--- config.mk ---
export PLATFORM = sky130hd
export DESIGN_NAME = vtv_div
export DESIGN_NICKNAME = d
export VERILOG_FILES = /design/src/hdl/vtv_pkg.sv /design/src/hdl/vtv_div.sv
export SDC_FILE = /design/constraint.sdc
export NUM_CORES = 2
export LEC_CHECK = 0
export BUFFER_PORTS_ARGS = -buffer_cell sky130_fd_sc_hd__buf_2
export CORE_MARGIN = 2
export CORE_UTILIZATION = 50
export CTS_CLUSTER_DIAMETER = 150
export DETAILED_ROUTE_END_ITERATION = 12
export PLACE_DENSITY_LB_ADDON = 0.05
export SETUP_SLACK_MARGIN = 0.02
export SLEW_MARGIN = 15
export SYNTH_ARGS = -nofsm -noshare
export SYNTH_HDL_FRONTEND = slang
export SYNTH_SLANG_ARGS = --single-unit
--- constraint.sdc ---
create_clock -name i_clk -period 4.7 [get_ports i_clk]
set_input_delay 1.175 -clock i_clk [delete_from_list [all_inputs] [get_ports i_clk]]
set_output_delay 1.175 -clock i_clk [all_outputs]
set_load 0.01 [all_outputs]
--- src/hdl/vtv_pkg.sv ---
// Shared widths, config register indices and stage-to-stage types for the vertex transform.
package vtv_pkg;

    localparam int IN_W    = 32;  // Q16.16 vertex component
    localparam int COEF_W  = 16;  // Q8.8 matrix coefficient
    localparam int PROD_W  = IN_W + COEF_W;  // Q24.24 product
    localparam int SUM_W   = PROD_W + 2;     // sum of four products
    localparam int MAG_W   = SUM_W;          // |clip + |w||
    localparam int SIZE_W  = 13;
    localparam int NUM_W   = MAG_W + SIZE_W; // magnitude times screen size
    localparam int DEN_W   = SUM_W;          // 2 * |w|
    localparam int QB      = 17;             // quotient bits kept
    localparam int CMP_W   = DEN_W + QB;
    localparam int PIX_W   = 16;
    localparam int CFG_IDX_W = 3;
    localparam int ROW_W   = 4 * COEF_W;

    // pipeline: 4 transform stages, overflow check + QB division steps, output register
    localparam int XF_ST   = 4;
    localparam int DIV_ST  = QB + 1;
    localparam int NST     = XF_ST + DIV_ST + 1;

    localparam logic [SIZE_W-1:0] RST_WIDTH  = SIZE_W'(640);
    localparam logic [SIZE_W-1:0] RST_HEIGHT = SIZE_W'(480);

    localparam logic [PIX_W-1:0] PIX_MAX = 16'h7FFF;
    localparam logic [PIX_W-1:0] PIX_MIN = 16'h8000;

    typedef enum logic [CFG_IDX_W-1:0] {
        CFG_ROW_X    = 3'd0,
        CFG_ROW_Y    = 3'd1,
        CFG_ROW_W    = 3'd2,
        CFG_SCREEN_W = 3'd3,
        CFG_SCREEN_H = 3'd4
    } t_cfg_idx;

    typedef struct packed {
        logic [NUM_W-1:0] num_x;
        logic [NUM_W-1:0] num_y;
        logic [DEN_W-1:0] den;
        logic             neg_x;
        logic             neg_y;
        logic             w_zero;
    } t_div_in;

endpackage

--- src/hdl/vtv_div.sv ---
// Pipelined restoring divider: overflow check, then one quotient bit per stage.
module vtv_div
    import vtv_pkg::*;
#(
    parameter int SIDE_W = 1
) (
    input  logic              i_clk,
    input  logic [DIV_ST-1:0] i_en,
    input  logic [NUM_W-1:0]  i_num,
    input  logic [DEN_W-1:0]  i_den,
    input  logic [SIDE_W-1:0] i_side,
    output logic [QB-1:0]     o_quot,
    output logic              o_ovf,
    output logic [SIDE_W-1:0] o_side
);

    logic [NUM_W-1:0]  r_rem  [0:QB];
    logic [DEN_W-1:0]  r_den  [0:QB];
    logic [QB-1:0]     r_q    [0:QB];
    logic              r_ovf  [0:QB];
    logic [SIDE_W-1:0] r_side [0:QB];

    // quotient of 2^QB or more is flagged here and never resolved
    always_ff @(posedge i_clk) begin
        if (i_en[0]) begin
            r_rem[0]  <= i_num;
            r_den[0]  <= i_den;
            r_q[0]    <= '0;
            r_ovf[0]  <= {{(CMP_W-NUM_W){1'b0}}, i_num} >= {i_den, {QB{1'b0}}};
            r_side[0] <= i_side;
        end
    end

    for (genvar k = 1; k <= QB; k++) begin : g_step
        localparam int BIT = QB - k;
        logic [CMP_W-1:0] sub;
        logic [CMP_W-1:0] rem_ext;
        logic             ge;

        always_comb begin
            sub     = {{QB{1'b0}}, r_den[k-1]} << BIT;
            rem_ext = {{(CMP_W-NUM_W){1'b0}}, r_rem[k-1]};
            ge      = rem_ext >= sub;
        end

        always_ff @(posedge i_clk) begin
            if (i_en[k]) begin
                r_rem[k]  <= ge ? NUM_W'(rem_ext - sub) : r_rem[k-1];
                r_q[k]    <= r_q[k-1] | (ge ? (QB'(1) << BIT) : '0);
                r_den[k]  <= r_den[k-1];
                r_ovf[k]  <= r_ovf[k-1];
                r_side[k] <= r_side[k-1];
            end
        end
    end

    assign o_quot = r_q[QB];
    assign o_ovf  = r_ovf[QB];
    assign o_side = r_side[QB];

endmodule

==> PnR_summary.wiki <==
{| class="wikitable"
! Metric !! Value
|-
| Status || finished, final reports clean
|-
| Site Rows || 182
|-
| CTS clock-pin slew for the worst setup and hold paths || 0.06 ns
|-
| Max stage delay on crit path || 0.53 ns
|-
| Worst IR Drop VDD || 389 uV
|-
| Count of unique library cells instantiated by Yosys || 104
|-
| Clock latency of the later-clocked register in the worst-skew pair || 0.92 ns
|-
| EDFF count, synth || 2110
|-
| Slew at the pin closest to its max-slew limit || 1.21 ns
|-
| Chip height || 502 um
|-
| Max Fanout on Critical Path || 3
|-
| Final hold violation count || 0
|-
| Average vias per placed instance || 5.72
|-
| Remaining DRCs || 0
|-
| Number of setup violations in the final report || 0
|-
| Ys flop type || sky130_fd_sc_hd__edfxtp_1
|-
| Class of the most critical hold timing path || reg2reg
|-
| Effective utilization at floorplan || 50.4%
|-
| Element type at the critical path start || register
|-
| Leak Pwr || 57.1 nW
|-
| Final core occ || 56.3%
|-
| Final critical-path required period || 4.53 ns
|-
| Number of H-tree levels || 4
|-
| Detail Placement HPWL || 267 mm
|-
| Floorplan die area || 0.252 sq mm
|-
| Maximum buffer depth of the clock tree || 3
|-
| Number of gates resized after cts || 0
|-
| DIE WIDTH || 502 um
|-
| Count of state elements after synthesis || 2110
|-
| Number of iterations in the first detailed-routing pass || 6
|-
| Average cell area after synthesis || 10.5 sq um
|-
| CORE AREA || 0.246 sq mm
|-
| Cell area after layout || 0.139 sq mm
|-
| Post-synth top cells || sky130_fd_sc_hd__edfxtp_1 (2110), sky130_fd_sc_hd__a21oi_1 (1244), sky130_fd_sc_hd__inv_1 (1111), sky130_fd_sc_hd__ha_1 (890), sky130_fd_sc_hd__nand2_1 (878)
|-
| Remaining antenna violation count after routing || 0
|-
| PortBufs || 151
|-
| Number of max-cap violations || 0
|-
| Highest clock rate || 221 MHz
|-
| Internal reg-to-reg setup slack || 0.17 ns
|-
| Top-count cell post-synth || sky130_fd_sc_hd__edfxtp_1
|-
| Sum Neg Setup Slack || 0 ns
|-
| Post-cts hold buffer count || 0
|-
| Fraction of final layout cells sized beyond drive strength 1 || 8.80%
|-
| Startpoint of the most critical register-to-register path || r_den[4][0]
|-
| Placed Instance Area || 0.131 sq mm
|-
| R2R Path End || r_rem[5][60]
|-
| Slew Limit Headroom || 18.6%
|-
| Clock sink count || 2110
|-
| Clock tree root buffer cell || sky130_fd_sc_hd__clkbuf_16
|-
| Gate count after technology mapping || 11800
|-
| Worst hold path stage count || 0
|-
| Ports || 152
|-
| Via count || 89800
|-
| Detailed Route WL || 331 mm
|-
| Share of flip-flops with an asynchronous set or reset after synthesis || 0%
|-
| Skew final || 0.0734 ns
|-
| Mean routed wirelength per cell || 21.1 um
|-
| Synth warnings || 0
|-
| Sequential fraction of the synthesis area || 51.0%
|-
| Number of nets in the finished design || 13200
|-
| Leading post-synthesis cells by cell area || sky130_fd_sc_hd__edfxtp_1 (51%), sky130_fd_sc_hd__ha_1 (9.0%), sky130_fd_sc_hd__a21oi_1 (5.0%)
|-
| Launch point of the worst hold path || r_q[16][8]
|-
| Wire length of the first global-routing pass || 508 mm
|-
| Initial antenna violation count || 4
|-
| Syn Nets || 12900
|-
| Worst hold path endpoint || r_q[17][8]
|-
| Power per unit of standard cell area || 600 mW/mm^2
|-
| Number of cells on the worst reg-to-reg path || 16
|-
| Critical path endpoint category || register
|-
| Unrepaired setup endpoints after global routing || no
|-
| Crit path max-delay cell type || sky130_fd_sc_hd__o21ai_0
|-
| Number of slew-limit violations in the final report || 0
|-
| Critical path required time || 5.32 ns
|-
| Overall global routing resource usage || 25.9%
|-
| CP Cell Sequence || ha_1 -> inv_1 -> fa_1 -> a211oi_1 -> o21ai_0 -> nand4_1 -> nand3_1 -> a21o_1 -> a311oi_1 -> buf_4 -> o32ai_1 -> o21ai_0 -> buf_4 -> o311ai_0 -> xor2_1 -> mux2_2
|-
| Worst path top cell family by delay || compound AO/OA/AOI/OAI gates
|-
| Synth top area share || 51.0%
|-
| Yosys top cell by area || sky130_fd_sc_hd__edfxtp_1
|-
| Arrival time at the worst endpoint || 5.15 ns
|-
| Number of violations reported at the end of detailed-routing iteration 0 || 5648
|-
| Period Utilization, post-route || 96.4%
|-
| CP Class || reg2reg
|-
| GP Congestion || 1.02
|-
| Netlist Area Pre-Place || 0.124 sq mm
|-
| TritonCTS clock tree || yes
|-
| Count of buffer and inverter cells on the critical path || 3
|-
| Remaining global-route overflow || 0
|-
| CTS buffer count || 228
|-
| Layout Area Growth over Synthesis || 11.7%
|-
| Number of buffers added for setup after CTS || 0
|-
| Via count of the first global-routing pass || 92800
|-
| Maximum number of pins on one net before global-route repair || 78
|}
==> power breakdown <==
group / leakage [nW] / total, W / switching, W / internal (W)
clock network: 3.70 / 0.0182 / 0.00762 / 0.0106
registers: 20.5 / 0.0291 / 0.00255 / 0.0265
logic: 32.8 / 0.0359 / 0.0211 / 0.0148
total: 57.1 / 0.0832 / 0.0313 / 0.0519
==> layer usage <==
layer,vias to the layer above,global-route usage [%],share of wire [%]
li1,44000,-,-
met1,42200,24.1,34
met2,2548,51.0,54
met3,990,2.71,3.0
met4,0,20.1,8.8
met5,-,0,0
==> flip-flops by register name, summed over array words and instances, names as in the netlist <==
signal / count
r_den: 850
r_ovf: 18
r_rem: 1071
r_q: 153
r_side: 18
==> kinds of logic (layout without fill, tap and decap cells) <==
| family | count (synthesis) | in the layout | synth area share (%) |
|---|---|---|---|
| compound gates | 3418 | 3418 | 17.0 |
| simple gates | 2953 | 2953 | 11.3 |
| flops | 2110 | 2110 | 51.0 |
| buf+inv | 1539 | 2070 | 4.74 |
| fa+ha+maj | 906 | 906 | 9.22 |
| xor+xnor | 783 | 783 | 5.52 |
| mux | 134 | 134 | 1.20 |
| other cells | 0 | 6 | 0 |
==> area by class of cell <==
type,count,area [sq um]
Tap cell,3312,4140
Clock buffer,269,5860
Inverter,1113,4180
Fill cell,20600,108000
Antenna cell,6,15.0
Timing Repair Buffer,530,4150
Clock inverter,158,1870
Sequential cell,2110,63400
Multi-Input combinational cell,8194,55100
==> per-stage QoR <==
| stage | cells | hold slack, ns | setup slack, ns | total power (W) |
|---|---|---|---|---|
| 5_1_grt | 15700 | 0.369 | 0.0698 | 0.0884 |
| 4_1_cts | 15700 | 0.341 | 0.0753 | 0.0833 |
| 3_3_place_gp | 15300 | 0.400 | 0.0942 | 0.0642 |
| 2_1_floorplan | 11800 | 0.400 | 1.11 | 0.0538 |
| 3_5_place_dp | 15300 | 0.405 | 0.0871 | 0.0647 |
| 6_report | 15700 | 0.367 | 0.169 | 0.0832 |
==> worst max-delay path by stage <==
stage | from | depth (start not counted) | to
floorplan | r_rem[0][16] | 15 | r_rem[1][16]
global placement | r_den[13][47] | 14 | r_rem[14][58]
detailed placement | r_den[13][47] | 14 | r_rem[14][58]
CTS | r_den[13][47] | 14 | r_rem[14][58]
global route | r_rem[8][12] | 12 | r_rem[9][28]
finish | r_den[4][0] | 16 | r_rem[5][60]
==> layout by cell type, fill, tap and decap left out, types with 90 or more instances in the layout <==
master | Yosys | layout
sky130_fd_sc_hd__o21ai_0 | 732 | 731
sky130_fd_sc_hd__nor2b_1 | 122 | 122
sky130_fd_sc_hd__clkbuf_16 | 0 | 228
sky130_fd_sc_hd__nand3_1 | 198 | 198
sky130_fd_sc_hd__inv_1 | 1111 | 1110
sky130_fd_sc_hd__nand2b_1 | 90 | 90
sky130_fd_sc_hd__nor2_1 | 843 | 843
sky130_fd_sc_hd__nor3_1 | 141 | 140
sky130_fd_sc_hd__xnor2_1 | 456 | 456
sky130_fd_sc_hd__a21o_1 | 560 | 559
sky130_fd_sc_hd__and3_1 | 97 | 97
sky130_fd_sc_hd__o21bai_1 | 138 | 138
sky130_fd_sc_hd__nand2_1 | 878 | 877
sky130_fd_sc_hd__edfxtp_1 | 2110 | 2110
sky130_fd_sc_hd__ha_1 | 890 | 890
sky130_fd_sc_hd__xor2_1 | 327 | 327
sky130_fd_sc_hd__nand4_1 | 230 | 230
sky130_fd_sc_hd__buf_4 | 9 | 353
sky130_fd_sc_hd__a31oi_1 | 104 | 104
sky130_fd_sc_hd__a21oi_1 | 1244 | 1242
sky130_fd_sc_hd__mux2_2 | 116 | 116
sky130_fd_sc_hd__buf_2 | 48 | 134
sky130_fd_sc_hd__o21a_1 | 93 | 93
No activity file was read; power rests on OpenSTA's default activity.
